<file path="src/rtl/alpha_blend_argb32_pixel_top_assert.svh">
// Assertion macros for the ARGB alpha blend block.
// Included by the top level; no other dependencies.
`ifndef ALPHA_BLEND_ARGB32_PIXEL_TOP_ASSERT_SVH
`define ALPHA_BLEND_ARGB32_PIXEL_TOP_ASSERT_SVH
`ifndef ASSERT_OFF
`define ABP_ASSERT_NEXT(lbl, clk, rst_n, ante, cons) \
  lbl: assert property (@(posedge clk) disable iff (!rst_n) (ante) |=> (cons)) \
    else $error("abp assertion failed");
`define ABP_ASSERT_NOW(lbl, clk, rst_n, ante, cons) \
  lbl: assert property (@(posedge clk) disable iff (!rst_n) (ante) |-> (cons)) \
    else $error("abp assertion failed");
`else
`define ABP_ASSERT_NEXT(lbl, clk, rst_n, ante, cons)
`define ABP_ASSERT_NOW(lbl, clk, rst_n, ante, cons)
`endif
`endif

</file>
<file path="src/rtl/abp_pkg.sv">
// Package for the ARGB alpha blend block: widths, constants, stage types.
// No dependencies.
package abp_pkg;

  localparam int PIXEL_W = 32;
  localparam int GA_W    = 9;
  localparam int DATA_W  = 32;
  localparam int ADDR_W  = 3;

  localparam logic [GA_W-1:0] GA_RESET   = 9'd256;
  localparam logic [8:0]      ALPHA_FULL = 9'd255;

  localparam logic [0:0] REG_GLOBAL_ALPHA = 1'b0;

  typedef struct packed {
    logic [PIXEL_W-1:0] src;
    logic [PIXEL_W-1:0] dst;
    logic [7:0]         g;
    logic               zero;
    logic               full;
  } s1_t;

  typedef struct packed {
    logic [PIXEL_W-1:0] src;
    logic [PIXEL_W-1:0] dst;
    logic [7:0]         g;
    logic               zero;
    logic               full;
    logic [3:0][15:0]   prod;
  } s2_t;

endpackage

</file>
<file path="src/rtl/abp_if.sv">
// Valid/ready channel interfaces for the ARGB alpha blend block.
// Depends on abp_pkg for the pixel width.
interface abp_in_if;
  logic                       valid;
  logic                       ready;
  logic [abp_pkg::PIXEL_W-1:0] source_pixel;
  logic [abp_pkg::PIXEL_W-1:0] dest_pixel;

  modport source (output valid, output source_pixel, output dest_pixel, input ready);
  modport sink   (input valid, input source_pixel, input dest_pixel, output ready);
endinterface

interface abp_out_if;
  logic                       valid;
  logic                       ready;
  logic [abp_pkg::PIXEL_W-1:0] result_pixel;
  logic                       write_enable;

  modport source (output valid, output result_pixel, output write_enable, input ready);
  modport sink   (input valid, input result_pixel, input write_enable, output ready);
endinterface

</file>
<file path="src/rtl/alpha_blend_argb32_pixel_top.sv">
// Top level of the ARGB alpha blend block: three-stage blend pipeline and APB register.
// Depends on abp_pkg, abp_if.sv and alpha_blend_argb32_pixel_top_assert.svh.
//
// Blends one ARGB8888 source pixel over one destination pixel per beat under a
// 9-bit global alpha (register 0, byte address 0, reset 256). Effective alpha is
// (source alpha * global alpha) >> 8; zero gives write_enable 0 with the
// destination passed through, 255 or more writes the source unchanged, and
// anything between mixes all four bytes with saturation to 0..255. One beat is
// accepted per clock unless back-pressure stalls the pipeline; each result passes
// three registered stages in order: stage one forms the effective alpha multiply,
// stage two the four per-byte 8x8 multiplies, stage three the add, saturate and
// select. Each stage holds its beat only while the stage behind it is full and
// stalled, so back-pressure costs no throughput once the consumer takes beats
// again. Write global alpha only while the pipeline is empty.
`include "alpha_blend_argb32_pixel_top_assert.svh"

module alpha_blend_argb32_pixel_top (
  input  logic                         clk,
  input  logic                         rst_n,
  abp_in_if.sink                       in_ch,
  abp_out_if.source                    out_ch,
  input  logic                         psel,
  input  logic                         penable,
  input  logic                         pwrite,
  input  logic [abp_pkg::ADDR_W-1:0]   paddr,
  input  logic [abp_pkg::DATA_W-1:0]   pwdata,
  output logic [abp_pkg::DATA_W-1:0]   prdata,
  output logic                         pready
);

  logic [abp_pkg::GA_W-1:0] ga_r;
  logic [abp_pkg::GA_W-1:0] ga_nxt;
  logic                     ga_we;

  logic         v1_r, v2_r, v3_r;
  logic         rdy1, rdy2, rdy3;
  abp_pkg::s1_t s1_r, s1_nxt;
  abp_pkg::s2_t s2_r, s2_nxt;
  logic [abp_pkg::PIXEL_W-1:0] res3_r, res3_nxt;
  logic         we3_r, we3_nxt;

  logic [16:0]  amul;
  logic [8:0]   alpha_eff;

  // register port
  assign pready = 1'b1;
  assign ga_we  = psel && penable && pwrite && (paddr[2] == abp_pkg::REG_GLOBAL_ALPHA);
  assign ga_nxt = pwdata[abp_pkg::GA_W-1:0];

  always_comb begin
    prdata = '0;
    if (paddr[2] == abp_pkg::REG_GLOBAL_ALPHA) begin
      prdata = abp_pkg::DATA_W'(ga_r);
    end
  end

  always_ff @(posedge clk) begin
    if (!rst_n) begin
      ga_r <= abp_pkg::GA_RESET;
    end else if (ga_we) begin
      ga_r <= ga_nxt;
    end
  end

  // stage handshake: advance when the next stage is empty or advancing
  assign rdy3         = !v3_r || out_ch.ready;
  assign rdy2         = !v2_r || rdy3;
  assign rdy1         = !v1_r || rdy2;
  assign in_ch.ready  = rdy1;

  // stage 1: effective alpha
  always_comb begin
    amul          = 17'(in_ch.source_pixel[31:24]) * 17'(ga_r);
    alpha_eff     = amul[16:8];
    s1_nxt.src    = in_ch.source_pixel;
    s1_nxt.dst    = in_ch.dest_pixel;
    s1_nxt.zero   = (alpha_eff == 9'd0);
    s1_nxt.full   = (alpha_eff >= abp_pkg::ALPHA_FULL);
    s1_nxt.g      = 8'(abp_pkg::ALPHA_FULL - alpha_eff);
  end

  // stage 2: per-byte products
  always_comb begin
    logic [8:0] dsum;
    s2_nxt.src  = s1_r.src;
    s2_nxt.dst  = s1_r.dst;
    s2_nxt.g    = s1_r.g;
    s2_nxt.zero = s1_r.zero;
    s2_nxt.full = s1_r.full;
    for (int k = 0; k < 4; k++) begin
      dsum = 9'(s1_r.dst[8*k +: 8]) + 9'd255 - 9'(s1_r.src[8*k +: 8]);
      s2_nxt.prod[k] = 16'(dsum[8:1]) * 16'(s1_r.g);
    end
  end

  // stage 3: add, saturate, select
  always_comb begin
    logic [10:0] sum;
    logic [31:0] mix;
    mix = '0;
    for (int k = 0; k < 4; k++) begin
      sum = 11'(s2_r.src[8*k +: 8]) + 11'(s2_r.prod[k][15:7]) - 11'(s2_r.g);
      if (sum[10]) begin
        mix[8*k +: 8] = 8'd0;
      end else if (sum[9:8] != 2'b00) begin
        mix[8*k +: 8] = 8'd255;
      end else begin
        mix[8*k +: 8] = sum[7:0];
      end
    end
    if (s2_r.zero) begin
      res3_nxt = s2_r.dst;
    end else if (s2_r.full) begin
      res3_nxt = s2_r.src;
    end else begin
      res3_nxt = mix;
    end
    we3_nxt = !s2_r.zero;
  end

  always_ff @(posedge clk) begin
    if (!rst_n) begin
      v1_r <= 1'b0;
      v2_r <= 1'b0;
      v3_r <= 1'b0;
    end else begin
      if (rdy1) begin
        v1_r <= in_ch.valid;
      end
      if (rdy2) begin
        v2_r <= v1_r;
      end
      if (rdy3) begin
        v3_r <= v2_r;
      end
    end
  end

  always_ff @(posedge clk) begin
    if (rdy1 && in_ch.valid) begin
      s1_r <= s1_nxt;
    end
    if (rdy2 && v1_r) begin
      s2_r <= s2_nxt;
    end
    if (rdy3 && v2_r) begin
      res3_r <= res3_nxt;
      we3_r  <= we3_nxt;
    end
  end

  assign out_ch.valid        = v3_r;
  assign out_ch.result_pixel = res3_r;
  assign out_ch.write_enable = we3_r;

  `ABP_ASSERT_NEXT(a_ga_write, clk, rst_n, ga_we, ga_r == $past(pwdata[abp_pkg::GA_W-1:0]))
  `ABP_ASSERT_NEXT(a_s1_to_s2, clk, rst_n, v1_r && rdy2, v2_r && (s2_r.src == $past(s1_r.src)))
  `ABP_ASSERT_NEXT(a_out_hold, clk, rst_n, v3_r && !out_ch.ready, v3_r)
  `ABP_ASSERT_NOW(a_flags_excl, clk, rst_n, v1_r && s1_r.full, !s1_r.zero)

endmodule

</file>
<file path="src/flat_wrapper.sv">
// flat-port wrapper written by rule: the top's interface ports become plain ports
module alpha_blend_argb32_pixel_top_flat 
  (clk, rst_n, psel, penable, pwrite, paddr, pwdata, prdata, pready, in_ch_valid, in_ch_source_pixel, in_ch_dest_pixel, in_ch_ready, out_ch_valid, out_ch_result_pixel, out_ch_write_enable, out_ch_ready);
  abp_in_if in_ch_i ();
  abp_out_if out_ch_i ();
  input  logic clk;
  input  logic rst_n;
  input  logic psel;
  input  logic penable;
  input  logic pwrite;
  input  logic [abp_pkg::ADDR_W-1:0] paddr;
  input  logic [abp_pkg::DATA_W-1:0] pwdata;
  output logic [abp_pkg::DATA_W-1:0] prdata;
  output logic pready;
  input wire logic [$bits(in_ch_i.valid)-1:0] in_ch_valid;
  input wire logic [$bits(in_ch_i.source_pixel)-1:0] in_ch_source_pixel;
  input wire logic [$bits(in_ch_i.dest_pixel)-1:0] in_ch_dest_pixel;
  output wire logic [$bits(in_ch_i.ready)-1:0] in_ch_ready;
  output wire logic [$bits(out_ch_i.valid)-1:0] out_ch_valid;
  output wire logic [$bits(out_ch_i.result_pixel)-1:0] out_ch_result_pixel;
  output wire logic [$bits(out_ch_i.write_enable)-1:0] out_ch_write_enable;
  input wire logic [$bits(out_ch_i.ready)-1:0] out_ch_ready;
  assign in_ch_i.valid = in_ch_valid;
  assign in_ch_i.source_pixel = in_ch_source_pixel;
  assign in_ch_i.dest_pixel = in_ch_dest_pixel;
  assign in_ch_ready = in_ch_i.ready;
  assign out_ch_valid = out_ch_i.valid;
  assign out_ch_result_pixel = out_ch_i.result_pixel;
  assign out_ch_write_enable = out_ch_i.write_enable;
  assign out_ch_i.ready = out_ch_ready;
  alpha_blend_argb32_pixel_top u_core (.clk(clk), .rst_n(rst_n), .in_ch(in_ch_i), .out_ch(out_ch_i), .psel(psel), .penable(penable), .pwrite(pwrite), .paddr(paddr), .pwdata(pwdata), .prdata(prdata), .pready(pready));
endmodule
</file>
<file path="config.mk">
export PLATFORM = sky130hd
export DESIGN_NAME = alpha_blend_argb32_pixel_top_flat
export DESIGN_NICKNAME = d
export VERILOG_FILES = /design/src/rtl/abp_pkg.sv /design/src/rtl/abp_if.sv /design/src/rtl/alpha_blend_argb32_pixel_top.sv /design/src/flat_wrapper.sv
export VERILOG_INCLUDE_DIRS = /design/src /design/src/rtl
export SDC_FILE = /design/constraint.sdc
export NUM_CORES = 1
export LEC_CHECK = 0
export ABC_CLOCK_PERIOD_IN_PS = 24800
export BUFFER_PORTS_ARGS = -buffer_cell sky130_fd_sc_hd__buf_2
export CAP_MARGIN = 5
export CELL_PAD_IN_SITES_DETAIL_PLACEMENT = 0
export CELL_PAD_IN_SITES_GLOBAL_PLACEMENT = 1
export CORE_UTILIZATION = 35
export DETAILED_ROUTE_END_ITERATION = 16
export GPL_ROUTABILITY_DRIVEN = 0
export MAX_ROUTING_LAYER = met4
export PLACE_DENSITY_LB_ADDON = 0.1
export SYNTH_ARGS = -nofsm -noshare
export SYNTH_HDL_FRONTEND = slang
export SYNTH_SLANG_ARGS = --single-unit
</file>
<file path="constraint.sdc">
create_clock -name clk -period 24.8 [get_ports clk]
set_input_delay 1.24 -clock clk [delete_from_list [all_inputs] [get_ports clk]]
set_output_delay 1.24 -clock clk [all_outputs]
set_load 0.01 [all_outputs]
</file>
== After elaboration in Yosys (flattened, before gate mapping) ==
Cells that the tools add are included.
Operators by class
  reductions and logical operators: 18
  bitwise gates (word level): 1
  add/sub/neg operators: 17
  order comparisons: 1
  multiplexer cells: 11
  multiply operators: 5
Operators by type and width (number)
  8-bit by 8-bit multiplier with 16-bit output: 4
  32-bit 2-to-1 mux: 2
  8-bit 2-to-1 mux: 8
  11-bit by 8-bit subtractor with 11-bit output: 4
  8-bit by 9-bit adder with 10-bit output: 4
  8-bit by 8-bit adder with 9-bit output (second input constant): 4
  9-bit by 8-bit subtractor with 9-bit output: 4
  8-bit by 9-bit multiplier with 17-bit output: 1
  9-bit by 8-bit >= comparator with 1-bit output (second input constant): 1
  9-bit logical NOT: 1
  9-bit 2-to-1 mux: 1
  2-bit nonzero test: 4
  8-bit subtractor (first input constant): 1
  1-bit logical AND: 6
  1-bit logical NOT: 4
  1-bit logical OR: 3
  1-bit inverter: 1
Storage, ports and cells
  output and inout bits: 68
  input bits: 106
  word-level logic and storage cells: 73
  register bits after elaboration: 257

== Logic depth before layout (Yosys ltp) ==
Gate-level depths: netlist of the first run.
  depth in word-level cells: 7
  mapped depth: 24
  mapped depth without buffers: 24

== Worst setup path before layout of the first run ==
Ideal clock, no wire load.
  path kind: input-to-reg
  start point: input port out_ch_ready
  end point: register u_core.s2_r[100] in the netlist's numbering (enable)
  buffers on the path: 0
  setup slack: 14761 ps
  cell stages on the path: 2
  arrival time: 9292 ps
  data required time: 24053 ps
  library setup time: 747 ps
  cell sequence: nor2b_1 > a21boi_0
Between the ends
  word-level cells in the longest chain between the ends: 3
Ends and longest elaborated chain
  from (decl): line flat_wrapper.sv:22  | input wire logic [$bits(out_ch_i.ready)-1:0] out_ch_ready;
  1-bit logical OR: line alpha_blend_argb32_pixel_top.sv:66  | assign rdy3 = !v3_r || out_ch.ready;
  1-bit logical OR: line alpha_blend_argb32_pixel_top.sv:67  | assign rdy2 = !v2_r || rdy3;
  1-bit logical AND: line alpha_blend_argb32_pixel_top.sv:143  | if (rdy2 && v1_r) begin
  to (signal assigned): line alpha_blend_argb32_pixel_top.sv:144  | s2_r <= s2_nxt;
  to (decl): line alpha_blend_argb32_pixel_top.sv:38  | abp_pkg::s2_t s2_r, s2_nxt;
Every way passes these cells.
A chain may end at the register's enable or synchronous reset.

==> results of run 1 <==
-- flip-flops by register name, indices dropped and copies added (netlist names) --
name	cells
u_core.s2_r	110
u_core.ga_r	9
u_core.out_ch.valid	1
u_core.v1_r	1
u_core.out_ch.result_pixel	32
u_core.s1_r	74
u_core.v2_r	1
u_core.out_ch.write_enable	1
-- path summary, 6_finish.rpt --
path | from | to | slack, ps | cells past startpoint
setup reg to reg | u_core.s1_r[43] | u_core.s2_r[14] | 18550 | 24
hold reg to reg | u_core.s1_r[1] | u_core.s2_r[65] | 430 | 0
setup / recovery | u_core.s1_r[43] | u_core.s2_r[14] | 18550 | 24
hold / removal | u_core.s1_r[1] | u_core.s2_r[65] | 430 | 0
-- critical path: stages (launching register included) --
cell and delay [ps]:
edfxtp_1 420, inv_1 120, ha_1 230, and3b_1 170, o21ai_1 150, a21boi_0 150, o21ai_0 180, nand2b_1 120
xor2_1 730, and2_1 260, fa_1 400, ha_1 290, inv_1 50, fa_1 460, fa_1 490, inv_1 40
ha_1 270, nand4_1 90, nor3b_1 70, o31a_1 340, o211ai_2 190, a21oi_1 120, or3_4 390, a21oi_2 150
xnor2_1 80
-- layout make-up --
| class | count | share of cell area, % |
|---|---|---|
| Clock buffer | 35 | 3.143 |
| Antenna cell | 2 | 0.01989 |
| Sequential cell | 229 | 26.86 |
| Tap cell | 846 | 4.208 |
| Timing Repair Buffer | 144 | 3.064 |
| Inverter | 334 | 4.983 |
| Clock inverter | 23 | 1.174 |
| Multi-Input combinational cell | 1576 | 56.55 |
-- kinds of logic after synthesis --
family                     after synthesis  synth area share [%]
buffers and inverters                  407                 7.201
muxes                                   33                 1.514
DFF                                    229                 30.05
adders and majority gates              451                 31.54
other                                    2               0.03340
xor gates and xnor gates                97                 3.812
AOI/OAI and AO/OA                      337                 10.77
and+or+nand+nor                        634                 15.08
-- cell usage in the layout, fill, tap and decap left out, types with 8 or more instances in the layout --
cell type,netlist,routed
and2_1,188,188
xnor2_1,62,62
nand2b_1,52,52
nor2b_1,58,57
o21bai_1,17,17
fa_1,193,193
and3_1,11,11
o21ai_1,16,16
conb_1,2,24
nor3_1,28,28
dfxtp_1,12,12
a22oi_1,9,9
mux2i_1,25,25
inv_1,334,334
a21oi_1,95,95
clkbuf_16,0,31
a31oi_1,13,12
nor2_1,67,66
o21a_1,23,23
o21ai_0,25,25
buf_4,24,20
a21boi_0,15,14
a2bb2oi_1,12,12
edfxtp_1,217,217
xor2_1,34,34
mux2_2,8,8
nand3_1,22,22
ha_1,258,258
a21o_1,25,25
nand2_1,163,163
buf_2,1,124
-- layer usage --
metal	global-route usage (%)	routed length, µm
met1	22.42	25430
met3	2.242	1673
met4	3.044	877
met5	-	0
met2	30.87	27610
-- power by group through the flow --
stage          registers [mW]  logic [mW]  clock network (mW)
2_1_floorplan           0.614        1.85                   0
4_1_cts                 0.613        2.38               0.495
3_3_place_gp            0.622        2.33                   0
5_1_grt                 0.619        2.69               0.507
6_report                0.612        2.33               0.476
3_5_place_dp            0.621        2.36                   0
-- per-stage QoR --
stage,instances,setup WS (ps),util [%],hold slack [ps],area (µm²)
2_1_floorplan,2212,14760,-,400.3,22570
3_3_place_gp,3129,18470,38.01,406.0,24070
3_5_place_dp,3129,18470,38.01,417.0,24070
4_1_cts,3187,18420,39.73,429.1,25150
5_1_grt,3188,18100,39.73,433.0,25160
6_report,3189,18550,39.74,430.3,25160
==> impl_metrics.toml, run 1 <==
[status]
status = "complete, no violations"

[cts]
clk_latency_ps = 590
cts_hold_buf = 0
cts_tree = "yes"
htree_levels = 1
cts_root_buffer = "clkbuf_16"
cts_made_buffers = 31
cts_buffer_depth = 3
cts_resized = 0
clkTransAtPathRegs_ps = 70
cts_num_sinks = 229
cts_setup_buffers = 0

[die]
rows = 92
die_height_um = 255.5
die_area_um2 = 65260
start_util_pct = 35.51
io_pins = 174
coreArea_um2 = 63310
die_x_um = 255.5

[timing]
fmax_mhz = 160.1
worstMarginPinSlew_ps = 1103
hold_viol_final = 0
finalMaxSlewViolations = 0
skew_ps = 16.09
setup_viol = 0
period_minus_slack_ps = 6246
rsz0062_at_grt = "false"
max-slew-margin-rel_pct = 26.47
min_period_over_period_pct = 25.19
setup_tns_ps = 0

[critical_path]
start_kind = "flip-flop"
crit_type = "flip-flop to flip-flop"
cp_max_fo = 8
cp-end-kind = "flip-flop"
critPathRequiredTime_ps = 25120
critPathArrivalTime_ps = 6570

[power]
internal_power_mw = 1.904
p_sw_mw = 1.517
p_clk_share_pct = 13.9
p_per_area_nw_per_um2 = 136.0
power_mw = 3.421
power.share.combinational_pct = 68.2
power.leakage_nw = 11.50
p_sw_share_pct = 44.35
peakVddDrop_v = 0.00006896
seqPwrFrac_pct = 17.9

[drt]
antenna_left = 0
drtIter0Drc = 555
vias_per_cell = 4.846
drt-wirelength-per-cell_um = 17.43
wirelength_um = 55590
dr.pass1.iters = 5
drc = 0
vias = 15450

[synth]
syn_inst = 2190
synth.avg_cell_area_um2 = 10.27
synth_edf_count = 217
seq_area_frac_synth_pct = 30.05
synth_area_um2 = 22480
synth_ff_type = "edfxtp_1"
yosys_warnings = 0
synthMostInstantiatedCell = "inv_1"
netlist_top_cells_count = "334 x inv_1, 258 x ha_1, 217 x edfxtp_1"
yosysTopAreaCellShare_pct = 28.98
synthArstFlopShare_pct = 0
ys_types = 83
synth_top_cells_by_area = "edfxtp_1 29%, fa_1 17%, ha_1 14%"
synth_top_area_cell = "edfxtp_1"
ys_seq_elements = 229

[placed_design]
hpwl_um = 41090
io_buffers = 124

[global_routing]
grt_pass1_wl_um = 89550
grt_max_degree = 75
antenna_found_initial = 2
grt_overflow_total = 0
grt_pass1_vias = 16230
grt.total_usage_pct = 17.81

[cells_and_area]
seqCellArea_um2 = 6756
multiInputGateArea_um2 = 14230
fin_nets = 2873
n_fill_cell = 6323
drive_above_1_share_pct = 10.17
syn_to_final_growth_pct = 11.89

[min_path]
min_path_type = "flip-flop to flip-flop"

[job]
max-cap-violations = 0
Note: power is estimated with default switching activity, not from simulation.
==> run 2: changes to the inputs <==
- ABC_AREA: default -> 1
- ABC_CLOCK_PERIOD_IN_PS: 24800 -> 5590
- clock period: 24.8 -> 5.59 ns (I/O delays scaled with it)
==> run 2 against run 1 <==
Net effect: clock skew rose by 6.9 ps; register-to-register slack got worse by 18000 ps; area after synthesis grew 5.3%; core utilization up 2.0 points; global-route usage up 2.1 points; setup slack worse by 18000 ps; combinational power rose to 6.0 times the previous value; wire length is 17% higher; clock power rose to 3.9 times the previous value; sequential power increased to 4.2 times the previous value; design area up 9.9%; critical path depth is 1 higher; largest cell class unchanged.
==> impl_metrics.toml, run 2 <==
[critical_path]
critPathRequiredTime_ps = 5930
path_buf_inv = 6
crit_slowest_cell = "fa_1"
cpLargestDelayFamily = "adder cells"
cp_max_fo = 4
cp-end-kind = "flip-flop"
critical-path-max-stage-delay_ps = 530
path_depth = 25
start_kind = "flip-flop"
critPathArrivalTime_ps = 5700
crit_type = "flip-flop to flip-flop"
reg2reg_depth = 25

[timing]
fmax_mhz = 186.8
finalMaxSlewViolations = 0
period_minus_slack_ps = 5355
skew_ps = 22.99
hold_viol_final = 0
max-slew-margin-rel_pct = 35.65
setup_viol = 0
worstMarginPinSlew_ps = 965.2
min_period_over_period_pct = 95.79

[drt]
vias_per_cell = 4.732
vias = 18560
dr.pass1.iters = 5
wirelength_um = 64910
drtIter0Drc = 752
drc = 0
drt-wirelength-per-cell_um = 16.55
antenna_left = 0

[global_routing]
grt_overflow_total = 0
antenna_found_initial = 0
grt_max_degree = 68
grt.total_usage_pct = 19.91
grt_pass1_wl_um = 102700
grt_pass1_vias = 19190

[die]
die_x_um = 262.0
start_util_pct = 35.68
die_area_um2 = 68660
die_height_um = 262.0
rows = 94
coreArea_um2 = 66330
io_pins = 174

[cells_and_area]
n_fill_cell = 6760
syn_to_final_growth_pct = 16.87
num_antenna_cells = 0
fin_nets = 3590
final_cell_mix = "561 x inv_1, 544 x nand2_1, 276 x nor2_1"
largest_reg_flops = 110
drive_above_1_share_pct = 14.65
regMostFlops = "u_core.s2_r"
final_core_util_pct = 41.70
final_common_cell = "inv_1"

[synth]
ys_types = 65
netlist_top_cells_count = "564 x inv_1, 550 x nand2_1, 279 x nor2_1"
seq_area_frac_synth_pct = 28.55
synth_top_area_cell = "edfxtp_1"
synth_area_um2 = 23670
yosysTopAreaCellShare_pct = 27.53
ys_seq_elements = 229
synth_edf_count = 217
synth.avg_cell_area_um2 = 8.556
yosys-mux-area-fraction_pct = 0
yosys.area_share.adder_pct = 29.97
synth_top_family_by_area = "adder cells"
synth-compound-area-share_pct = 7.983
synth_ff_type = "edfxtp_1"
yosys_warnings = 0
synthArstFlopShare_pct = 0
synth_top_cells_by_area = "edfxtp_1 28%, fa_1 16%, ha_1 14%"
syn_inst = 2766
synthXorXnorAreaFrac_pct = 3.574
synthMostInstantiatedCell = "inv_1"
synthSimpleGateAreaFrac_pct = 19.09

[placed_design]
io_buffers = 124
hpwl_um = 51060

[status]
status = "complete, no violations"

[min_path]
min_path_type = "input pin to flip-flop"
min_path_cells = 3

[cts]
clkTransAtPathRegs_ps = 60
clk_latency_ps = 600
htree_levels = 1
cts_buffer_depth = 3
cts_tree = "yes"
cts_made_buffers = 30
cts_root_buffer = "clkbuf_16"
cts_num_sinks = 229

[job]
max-cap-violations = 0

[power]
peakVddDrop_v = 0.0004181
power_mw = 18.35
p_per_area_nw_per_um2 = 663.4
power.leakage_nw = 13.99
==> run 2: cell types whose count changed after synthesis, sizes merged, moves of 52 or more <==
cell | before | now
nand2b | 52 | 0
a21oi | 101 | 194
nor2b | 58 | 0
nand2 | 163 | 573
nand3 | 22 | 113
nor2 | 67 | 290
inv | 334 | 568
and2 | 190 | 1
==> run 2: final timing paths <==
path | start | endpoint | slack (ps)
max | u_core.s1_r[19] | u_core.s2_r[31] | 240
min | rst_n | u_core.ga_r[4] | 60
max reg2reg | u_core.s1_r[19] | u_core.s2_r[31] | 240
min reg2reg | u_core.s1_r[0] | u_core.s2_r[64] | 420
==> run 2: layout make-up <==
class	count	area, µm²	share of cell area [%]
well taps	864	1081	3.908
multi-input cells	1913	14700	53.15
flip-flops and latches	229	6756	24.43
clock buffers	34	765.7	2.768
repair buffers	289	2042	7.383
clock inverters	22	170.2	0.6152
inverters	570	2143	7.749
==> run 2: per-stage QoR <==
stage | cells | setup TNS [ps] | setup WS, ps | hold slack (ps) | area, µm²
floorplan | 2788 | 0 | 277.4 | 378.4 | 23750
global placement | 3790 | -78.82 | -42.61 | 403.0 | 25740
detailed placement | 3790 | -187.4 | -61.50 | 404.5 | 25740
finish | 3921 | 0 | 235.5 | 63.00 | 27660
global route | 3921 | -256.5 | -62.66 | 47.36 | 27660
CTS | 3914 | 0 | 6.443 | 19.43 | 27370
==> run 2: worst reg2reg max path: stages, from the launching register on <==
cell and delay [ps]:
edfxtp_1 420, buf_4 160, ha_1 260, nand2_1 60, o21ai_2 150, nand2_1 100
nand2_2 110, a21oi_2 80, buf_4 150, o21ai_4 210, xnor2_4 160, buf_4 160
nor2_1 50, fa_1 530, inv_1 50, fa_1 450, fa_1 530, inv_1 50
ha_1 280, ha_1 320, buf_4 130, nand2_1 80, nor3_1 280, nand3_1 170
nand3b_1 110, nand2_1 60
==> run 2: per-layer routing <==
layer	GRT usage, %	routed length [µm]	up-vias
met5	-	0	-
met4	4.881	1572	0
met3	3.000	2647	68
met2	33.07	30920	276
met1	25.39	29770	8963
li1	-	-	9248
==> run 2: kinds of logic after synthesis <==
kind of cell	count (synthesis)
DFF	229
AOI/OAI and AO/OA	293
buffers and inverters	646
and+or+nand+nor	1060
xor gates and xnor gates	85
adders and majority gates	451
other	2
==> run 2: power by group <==
group	internal (mW)	switching, mW	leakage, nW
Sequential	2.48	0.123	2.16
Clock	1.04	0.817	0.462
Combinational	5.66	8.23	11.4
Total	9.18	9.17	14.0
==> run 2: what timing repair did <==
item                       CTS  global route
setup endpoints to repair   10            28
hold endpoints to repair    67             0
pin swaps                    0            15
gates resized for setup      4            56
hold buffers                68             0
setup buffers                0             7
